**src/hdl/two_class_ordered_queue_defines.svh**
```systemverilog
`ifndef TWO_CLASS_ORDERED_QUEUE_DEFINES_SVH
`define TWO_CLASS_ORDERED_QUEUE_DEFINES_SVH

// Same-cycle implication, checked out of reset.
`define TCOQ_ASSERT_IMPL(lbl, ante, cons, msg) \
  lbl: assert property (@(posedge clk_i) disable iff (!rst_ni) (ante) |-> (cons)) \
    else $error(msg);

// Next-cycle implication, checked out of reset.
`define TCOQ_ASSERT_NEXT(lbl, ante, cons, msg) \
  lbl: assert property (@(posedge clk_i) disable iff (!rst_ni) (ante) |=> (cons)) \
    else $error(msg);

`endif

```
**src/hdl/tcoq_pkg.sv**
```systemverilog
`default_nettype none

package tcoq_pkg;

  localparam logic [1:0] KIND_PUSH      = 2'd0;
  localparam logic [1:0] KIND_POP_OLD   = 2'd1;
  localparam logic [1:0] KIND_POP_CLASS = 2'd2;

  localparam logic [1:0] ERR_OK    = 2'd0;
  localparam logic [1:0] ERR_EMPTY = 2'd1;
  localparam logic [1:0] ERR_FULL  = 2'd2;

  localparam logic CLASS_DOG = 1'b0;
  localparam logic CLASS_CAT = 1'b1;

  // tuser widths: {item_class, kind} in, {error, out_class} out
  localparam int unsigned InUserW  = 3;
  localparam int unsigned OutUserW = 3;

  typedef struct packed {
    logic push;
    logic pop;
  } tcoq_cmd_t;

endpackage

`default_nettype wire

```
**src/hdl/tcoq_ram.sv**
```systemverilog
`default_nettype none

module tcoq_ram #(
  parameter int unsigned DEPTH  = 16,
  parameter int unsigned WIDTH  = 32,
  parameter int unsigned ADDR_W = 4
) (
  input  wire logic              clk_i,
  input  wire logic              we_i,
  input  wire logic [ADDR_W-1:0] waddr_i,
  input  wire logic [WIDTH-1:0]  wdata_i,
  input  wire logic              re_i,
  input  wire logic [ADDR_W-1:0] raddr_i,
  output logic      [WIDTH-1:0]  rdata_o
);

  logic [WIDTH-1:0] mem [DEPTH];

  always_ff @(posedge clk_i) begin
    if (we_i) begin
      mem[waddr_i] <= wdata_i;
    end
  end

  always_ff @(posedge clk_i) begin
    if (re_i) begin
      rdata_o <= mem[raddr_i];
    end
  end

endmodule

`default_nettype wire

```
**src/hdl/tcoq_ptr.sv**
```systemverilog
`default_nettype none

module tcoq_ptr #(
  parameter int unsigned DEPTH  = 16,
  parameter int unsigned PTR_W  = 4,
  parameter int unsigned CNT_W  = 5
) (
  input  wire logic              clk_i,
  input  wire logic              rst_ni,
  input  wire tcoq_pkg::tcoq_cmd_t cmd_i,
  output logic      [PTR_W-1:0]  head_o,
  output logic      [PTR_W-1:0]  tail_o,
  output logic      [CNT_W-1:0]  fill_o
);

  import tcoq_pkg::*;

  localparam logic [PTR_W-1:0] LastIdx = PTR_W'(DEPTH - 1);

  logic [PTR_W-1:0] head_q, head_d;
  logic [PTR_W-1:0] tail_q, tail_d;
  logic [CNT_W-1:0] fill_q, fill_d;

  always_comb begin
    head_d = head_q;
    tail_d = tail_q;
    fill_d = fill_q;
    if (cmd_i.push) begin
      tail_d = (tail_q == LastIdx) ? '0 : tail_q + PTR_W'(1);
    end
    if (cmd_i.pop) begin
      head_d = (head_q == LastIdx) ? '0 : head_q + PTR_W'(1);
    end
    fill_d = fill_q + CNT_W'(cmd_i.push) - CNT_W'(cmd_i.pop);
  end

  always_ff @(posedge clk_i or negedge rst_ni) begin
    if (!rst_ni) begin
      head_q <= '0;
      tail_q <= '0;
      fill_q <= '0;
    end else begin
      head_q <= head_d;
      tail_q <= tail_d;
      fill_q <= fill_d;
    end
  end

  assign head_o = head_q;
  assign tail_o = tail_q;
  assign fill_o = fill_q;

endmodule

`default_nettype wire

```
**src/hdl/two_class_ordered_queue.sv**
```systemverilog
// Channel | Dir | tdata (low bit up)                          | tuser (low bit up)
// s_axis  | in  | item_id                                     | kind, item_class
// m_axis  | out | out_id, dog_count, cat_count, pushed_total  | out_class, error
//
// Each item is accepted in ST_IDLE and finished in ST_EXEC: the accept edge reads both
// queue heads from their synchronous memories, and ST_EXEC compares stamps, updates the
// pointers and writes the push entry while the result is registered.
// A waiting result stalls only ST_EXEC; no clearing pass after reset.
// rst_ni clears pointers, fill counts and the arrival counter at once.
`default_nettype none

`include "two_class_ordered_queue_defines.svh"

module two_class_ordered_queue #(
  parameter int unsigned QUEUE_DEPTH = 16,
  parameter int unsigned ID_BITS     = 16,
  parameter int unsigned SEQ_BITS    = 16
) (
  input  wire logic clk_i,
  input  wire logic rst_ni,
  input  wire logic s_axis_tvalid,
  output logic      s_axis_tready,
  // item_id
  input  wire logic [((ID_BITS+7)/8)*8-1:0] s_axis_tdata,
  // kind [1:0], item_class [2]
  input  wire logic [tcoq_pkg::InUserW-1:0] s_axis_tuser,
  output logic      m_axis_tvalid,
  input  wire logic m_axis_tready,
  // out_id, dog_count, cat_count, pushed_total
  output logic [((ID_BITS+2*$clog2(QUEUE_DEPTH+1)+SEQ_BITS+7)/8)*8-1:0] m_axis_tdata,
  // out_class [0], error [2:1]
  output logic [tcoq_pkg::OutUserW-1:0] m_axis_tuser
);

  import tcoq_pkg::*;

  localparam int unsigned PtrW   = $clog2(QUEUE_DEPTH);
  localparam int unsigned CntW   = $clog2(QUEUE_DEPTH + 1);
  localparam int unsigned EntryW = ID_BITS + SEQ_BITS;
  localparam int unsigned OutW   = ID_BITS + 2 * CntW + SEQ_BITS;
  localparam int unsigned OutDW  = ((OutW + 7) / 8) * 8;
  localparam logic [CntW-1:0] FullCnt = CntW'(QUEUE_DEPTH);

  typedef enum logic {ST_IDLE, ST_EXEC} state_e;

  state_e              state_q;
  logic [1:0]          kind_q;
  logic                cls_q;
  logic [ID_BITS-1:0]  id_q;
  logic [SEQ_BITS-1:0] seq_q;
  logic                m_valid_q;
  logic [ID_BITS-1:0]  out_id_q;
  logic                out_class_q;
  logic [1:0]          err_q;
  logic [CntW-1:0]     dog_cnt_q, cat_cnt_q;

  logic [PtrW-1:0]   dog_head, dog_tail, cat_head, cat_tail;
  logic [CntW-1:0]   dog_fill, cat_fill;
  logic [EntryW-1:0] dog_rdata, cat_rdata;
  tcoq_cmd_t         dog_cmd, cat_cmd;

  logic                in_fire, exec_fire;
  logic                push_ok, pop_any, pop_cls;
  logic [1:0]          err_c;
  logic [SEQ_BITS-1:0] seq_nx, stamp_diff;
  logic [ID_BITS-1:0]  pop_id;
  logic [CntW-1:0]     dog_cnt_nx, cat_cnt_nx;
  logic [EntryW-1:0]   wr_entry;

  assign s_axis_tready = (state_q == ST_IDLE);
  assign in_fire       = s_axis_tvalid && s_axis_tready;
  assign exec_fire     = (state_q == ST_EXEC) && (!m_valid_q || m_axis_tready);

  // Entry: stamp in the low bits, id above.
  assign stamp_diff = dog_rdata[SEQ_BITS-1:0] - cat_rdata[SEQ_BITS-1:0];
  assign seq_nx     = seq_q + SEQ_BITS'(1);
  assign wr_entry   = {id_q, seq_nx};

  always_comb begin
    push_ok = 1'b0;
    pop_any = 1'b0;
    pop_cls = CLASS_DOG;
    err_c   = ERR_OK;
    case (kind_q)
      KIND_PUSH: begin
        if (((cls_q == CLASS_DOG) ? dog_fill : cat_fill) == FullCnt) begin
          err_c = ERR_FULL;
        end else begin
          push_ok = 1'b1;
        end
      end
      KIND_POP_OLD: begin
        if (dog_fill != '0 && cat_fill != '0) begin
          pop_any = 1'b1;
          // dog is older when its modular stamp difference is negative
          pop_cls = stamp_diff[SEQ_BITS-1] ? CLASS_DOG : CLASS_CAT;
        end else if (cat_fill != '0) begin
          pop_any = 1'b1;
          pop_cls = CLASS_CAT;
        end else if (dog_fill != '0) begin
          pop_any = 1'b1;
          pop_cls = CLASS_DOG;
        end else begin
          err_c = ERR_EMPTY;
        end
      end
      KIND_POP_CLASS: begin
        if (((cls_q == CLASS_DOG) ? dog_fill : cat_fill) == '0) begin
          err_c = ERR_EMPTY;
        end else begin
          pop_any = 1'b1;
          pop_cls = cls_q;
        end
      end
      default: begin
        err_c = ERR_OK;
      end
    endcase
  end

  assign pop_id = (pop_cls == CLASS_DOG) ? dog_rdata[EntryW-1:SEQ_BITS]
                                         : cat_rdata[EntryW-1:SEQ_BITS];

  assign dog_cmd.push = exec_fire && push_ok && (cls_q == CLASS_DOG);
  assign dog_cmd.pop  = exec_fire && pop_any && (pop_cls == CLASS_DOG);
  assign cat_cmd.push = exec_fire && push_ok && (cls_q == CLASS_CAT);
  assign cat_cmd.pop  = exec_fire && pop_any && (pop_cls == CLASS_CAT);

  assign dog_cnt_nx = dog_fill + CntW'(dog_cmd.push) - CntW'(dog_cmd.pop);
  assign cat_cnt_nx = cat_fill + CntW'(cat_cmd.push) - CntW'(cat_cmd.pop);

  tcoq_ptr #(.DEPTH(QUEUE_DEPTH), .PTR_W(PtrW), .CNT_W(CntW)) u_dog_ptr (
    .clk_i  (clk_i),
    .rst_ni (rst_ni),
    .cmd_i  (dog_cmd),
    .head_o (dog_head),
    .tail_o (dog_tail),
    .fill_o (dog_fill)
  );

  tcoq_ptr #(.DEPTH(QUEUE_DEPTH), .PTR_W(PtrW), .CNT_W(CntW)) u_cat_ptr (
    .clk_i  (clk_i),
    .rst_ni (rst_ni),
    .cmd_i  (cat_cmd),
    .head_o (cat_head),
    .tail_o (cat_tail),
    .fill_o (cat_fill)
  );

  // Heads are read at the accept edge; no write is pending then.
  tcoq_ram #(.DEPTH(QUEUE_DEPTH), .WIDTH(EntryW), .ADDR_W(PtrW)) u_dog_ram (
    .clk_i   (clk_i),
    .we_i    (dog_cmd.push),
    .waddr_i (dog_tail),
    .wdata_i (wr_entry),
    .re_i    (in_fire),
    .raddr_i (dog_head),
    .rdata_o (dog_rdata)
  );

  tcoq_ram #(.DEPTH(QUEUE_DEPTH), .WIDTH(EntryW), .ADDR_W(PtrW)) u_cat_ram (
    .clk_i   (clk_i),
    .we_i    (cat_cmd.push),
    .waddr_i (cat_tail),
    .wdata_i (wr_entry),
    .re_i    (in_fire),
    .raddr_i (cat_head),
    .rdata_o (cat_rdata)
  );

  always_ff @(posedge clk_i or negedge rst_ni) begin
    if (!rst_ni) begin
      state_q     <= ST_IDLE;
      kind_q      <= KIND_PUSH;
      cls_q       <= CLASS_DOG;
      id_q        <= '0;
      seq_q       <= '0;
      m_valid_q   <= 1'b0;
      out_id_q    <= '0;
      out_class_q <= CLASS_DOG;
      err_q       <= ERR_OK;
      dog_cnt_q   <= '0;
      cat_cnt_q   <= '0;
    end else begin
      // drop the delivered item unless a new result replaces it
      if (m_valid_q && m_axis_tready && !exec_fire) begin
        m_valid_q <= 1'b0;
      end
      case (state_q)
        ST_IDLE: begin
          if (in_fire) begin
            kind_q  <= s_axis_tuser[1:0];
            cls_q   <= s_axis_tuser[2];
            id_q    <= s_axis_tdata[ID_BITS-1:0];
            state_q <= ST_EXEC;
          end
        end
        ST_EXEC: begin
          if (exec_fire) begin
            if (push_ok) begin
              seq_q <= seq_nx;
            end
            m_valid_q   <= 1'b1;
            out_id_q    <= pop_any ? pop_id : '0;
            out_class_q <= pop_any ? pop_cls : CLASS_DOG;
            err_q       <= err_c;
            dog_cnt_q   <= dog_cnt_nx;
            cat_cnt_q   <= cat_cnt_nx;
            state_q     <= ST_IDLE;
          end
        end
        default: begin
          state_q <= ST_IDLE;
        end
      endcase
    end
  end

  assign m_axis_tvalid = m_valid_q;
  assign m_axis_tuser  = {err_q, out_class_q};
  assign m_axis_tdata  = {{(OutDW - OutW){1'b0}}, seq_q,
                          cat_cnt_q, dog_cnt_q, out_id_q};

  `TCOQ_ASSERT_IMPL(a_dog_ptr_fill, (dog_head == dog_tail) && (dog_fill != '0), dog_fill == FullCnt, "dog queue pointers disagree with fill count")
  `TCOQ_ASSERT_IMPL(a_cat_ptr_fill, (cat_head == cat_tail) && (cat_fill != '0), cat_fill == FullCnt, "cat queue pointers disagree with fill count")
  `TCOQ_ASSERT_NEXT(a_seq_push_only, !(exec_fire && push_ok), $stable(seq_q), "arrival counter moved without an accepted push")

endmodule

`default_nettype wire
```
**config.mk**
```make
export PLATFORM = sky130hd
export DESIGN_NAME = two_class_ordered_queue
export DESIGN_NICKNAME = d
export VERILOG_FILES = /design/src/hdl/tcoq_pkg.sv /design/src/hdl/tcoq_ram.sv /design/src/hdl/tcoq_ptr.sv /design/src/hdl/two_class_ordered_queue.sv
export VERILOG_INCLUDE_DIRS = /design/src /design/src/hdl
export SDC_FILE = /design/constraint.sdc
export NUM_CORES = 1
export LEC_CHECK = 0
export BUFFER_PORTS_ARGS = -buffer_cell sky130_fd_sc_hd__buf_2
export CAP_MARGIN = 10
export CORE_UTILIZATION = 50
export DETAILED_ROUTE_END_ITERATION = 16
export PLACE_DENSITY = 0.66
export REMOVE_ABC_BUFFERS = 1
export SETUP_SLACK_MARGIN = 0.1
export SLEW_MARGIN = 20
export SYNTH_ARGS = -nofsm -noshare
export SYNTH_HDL_FRONTEND = slang
export SYNTH_HIERARCHICAL = 1
export SYNTH_SLANG_ARGS = --single-unit
```
**constraint.sdc**
```tcl
create_clock -name clk_i -period 9.2 [get_ports clk_i]
set_clock_uncertainty 0.1 [all_clocks]
set_input_delay 0.46 -clock clk_i [delete_from_list [all_inputs] [get_ports clk_i]]
set_output_delay 0.46 -clock clk_i [all_outputs]
set_load 0.005 [all_outputs]
```
==> results by group <==
Status
  • Status: finished clean

Drt
  • DR WL met2: between 40,000 and 50,000 um
  • M1 wire length: between 40,000 and 50,000 um
  • Wire per inst: 27.3 um
  • # DRC: 0
  • DR vias/cell: slightly above 6
  • DRT iter0 DRCs: around 2,200
  • Metal3 WL: 7120 um
  • Wirelength, routed: about 100,000 um
  • Uppermost layer routed: met4
  • DRT Pass-1 Iters: 5
  • Routed Antenna Nets: 0
  • Via count: roughly 22,000

Global route
  • Initial antenna violation count: 1
  • First-pass GRT wire length: 149,000 um
  • Maximum number of pins on one net before global-route repair: between 90 and 100
  • Vias in the first global route: 23,000
  • GR Util All Layers: 0.220
  • Grt ovf: 0

Setup path
  • CP Class: reg -> reg
  • Critical Path RT: 9.62 ns
  • Crit path DAT: approximately 4.8 ns
  • Startpoint types: flop
  • Element type at the critical path end: flop
  • Crit Path Max Fanout: 18

Placement
  • Placed Area: 47,800 um^2
  • HPWL after DPL: between 50,000 and 60,000 um
  • Post-placement setup slack: 4.84 ns
  • Gpl congestion: between 0.8 and 0.9
  • Dpl cells: between 3,000 and 4,000
  • Buffers on Ports: 69

Die
  • Initial Utilization: 0.506
  • Area of the core region: 90,100 um^2
  • Io pins: 76
  • Die area: a little over 90,000 um^2
  • Chip height: 304 um
  • Die Wd: 304 um
  • # rows: between 100 and 150

Clocking
  • Reg clk slew, reported paths: about 0.060 ns
  • H-Tree Depth: 3
  • Postcts setup bufs: 0
  • Worst skew pair latency: slightly below 0.7 ns
  • Post-cts resize count: 0
  • Clock root buffer: clkbuf_16
  • Clock net sink count: 1,180
  • Cts hold-fix bufs: 21
  • CTS Buf Count: about 110
  • Clock tree buffer depth: 3
  • CTS tree: built

Power
  • Total power: between 10 and 15 mW
  • PD cells: roughly 290 nW/um^2
  • Static Leakage: 17.4 nW
  • Worst VDD drop: approximately 190 uV

Layout
  • Commonest non-fill, non-tap cells in the layout: 1,088 x edfxtp_1, 256 x mux4_2, 150 x nand2_1
  • Commonest non-fill, non-tap cell in the layout: edfxtp_1
  • Final instance area: between 50,000 and 60,000 um^2
  • FF+latch area: between 30,000 and 40,000 um^2
  • # diodes: 0
  • Area growth from synthesis to final layout: 13.6%
  • Non-Filler Instances: 3,650
  • Filler cells: roughly 6,500
  • Share of cells above drive strength 1: 0.269
  • Final Util: 0.575
  • Multi-input gate area: roughly 10,000 um^2
  • Final net count: around 2,500

Timing
  • RSZ-0062 raised after global routing: no
  • Final setup vio count: 0
  • Worst slew margin: 0.237
  • Fin crit period: ~4.4 ns
  • F_max: about 230 MHz
  • Setup slack after layout: about 4.8 ns
  • Hold_ws: 0.133 ns
  • Max Slew Vio Count: 0
  • Post-route setup TNS: 0 ns
  • Worst-Margin Slew: between 1 and 1.5 ns
  • Tcrit/Tclk final: 0.475
  • Hold Vio Cnt, Final: 0

Synthesis
  • Fraction of registers with async set/reset: 0.0780
  • Syn avg cell area: slightly above 20 um^2
  • Distinct cell type count after synthesis: 53
  • Ys Warns: 6
  • Cells after synthesis: 2,209
  • Register area share after synthesis: 0.766
  • Synthesized area: ~46,000 um^2
  • FF+latch count, synth: 1,180
  • Post-synth top flop: edfxtp_1
  • Number of flops mapped to enable cells by yosys: around 1,100

Hold path
  • Hold/Removal Path Class: in -> reg

Job
  • Total of max-cap violations: 0
-- area by class of cell --
cell class | instances | share of cell area
inverter | 51 | 0.00369
clock inverter | 71 | 0.0143
tap | 1176 | 0.0284
timing repair buffer | 158 | 0.0209
multi-input combinational | 874 | 0.199
clock buffer | 140 | 0.0583
sequential | 1180 | 0.675
-- where the power goes --
group          leakage (nW)  switching [mW]  internal [mW]
logic                  4.34            1.82           1.43
clock network          1.82            1.95           2.70
registers              11.2           0.479           6.50
total                  17.4            4.26           10.6
-- critical path, cell delays in order (launching register included) --
cell and delay (ns):
edfxtp_1 0.37, ha_1 0.33, a21o_1 0.19, a31oi_1 0.17, o21ai_1 0.16, a211oi_4 0.34, mux2i_2 0.24, buf_4 0.29
nand2_1 0.10, nor2_1 0.44, ha_1 0.24, inv_1 0.04, ha_1 0.21, fa_1 0.44, a21oi_1 0.17, nor2_1 0.05
nor2_1 0.11, xnor2_1 0.13, o21ai_0 0.10
-- flip-flops by register name, indices dropped and copies added (netlist names) --
name / flops
kind_q: 2
cat_cnt_q: 5
id_q: 16
u_dog_ptr/head_o: 4
u_dog_ram/mem: 512
seq_q: 16
err_q: 2
u_cat_ram/rdata_o: 32
cls_q: 1
u_dog_ptr/tail_o: 4
state_q: 1
u_cat_ptr/fill_o: 5
u_dog_ptr/fill_o: 5
u_cat_ram/mem: 512
u_cat_ptr/tail_o: 4
out_class_q: 1
dog_cnt_q: 5
u_cat_ptr/head_o: 4
m_axis_tvalid: 1
u_dog_ram/rdata_o: 32
out_id_q: 16
-- layer usage --
layer,vias up,global-route usage
li1,9344,-
met1,11800,0.324
met2,846,0.345
met3,142,0.0358
met4,0,0.0587
met5,-,0
-- cell usage after synthesis (3+ instances only) --
cell	count	area, um^2
edfxtp_1	1088	32700
mux4_2	256	5770
nand2_1	150	563
a22oi_1	129	968
dfrtp_1	92	2300
inv_1	51	191
clkbuf_1	46	173
ha_1	45	563
nor2_1	41	154
xnor2_1	31	272
buf_4	27	203
nand4_1	24	150
buf_1	20	75.1
xor2_1	20	175
nand3_1	19	95.1
a21oi_1	18	90.1
mux2_2	17	191
o21ai_0	16	80.1
buf_2	11	55.1
o211ai_2	10	125
nor3_1	9	45.0
o21ai_1	9	45.0
a21o_1	8	60.1
and3_1	8	50.1
nand2b_1	8	50.1
o211ai_1	6	45.0
buf_6	5	56.3
nand3b_1	5	37.5
nor2b_1	5	31.3
fa_1	4	80.1
mux2_1	4	45.0
and2_1	3	18.8
-- final timing paths --
path | startpoint | endpoint | slack, ns | depth (start not counted)
setup reg to reg | u_dog_ram/rdata_o[2] | cat_cnt_q[4] | 4.83 | 18
setup / recovery | u_dog_ram/rdata_o[2] | cat_cnt_q[4] | 4.83 | 18
hold reg to reg | dog_cnt_q[4] | dog_cnt_q[4] | 0.38 | 2
max in group asynchronous | rst_ni | id_q[9] | 7.49 | 3
hold / removal | s_axis_tvalid | kind_q[0] | 0.13 | 3
min in group asynchronous | rst_ni | dog_cnt_q[2] | 0.25 | 2
-- kinds of logic after synthesis --
kind of cell,after synthesis,share of synthesized area
adder cells (fa/ha/maj),49,0.0141
other,1,0.0000822
buffers and inverters,160,0.0165
flip-flops,1180,0.766
AND/OR/NAND/NOR,283,0.0282
XOR/XNOR,51,0.00979
AO/OA/AOI/OAI,207,0.0331
multiplexers,278,0.132
No activity file was read; power rests on OpenSTA's default activity.
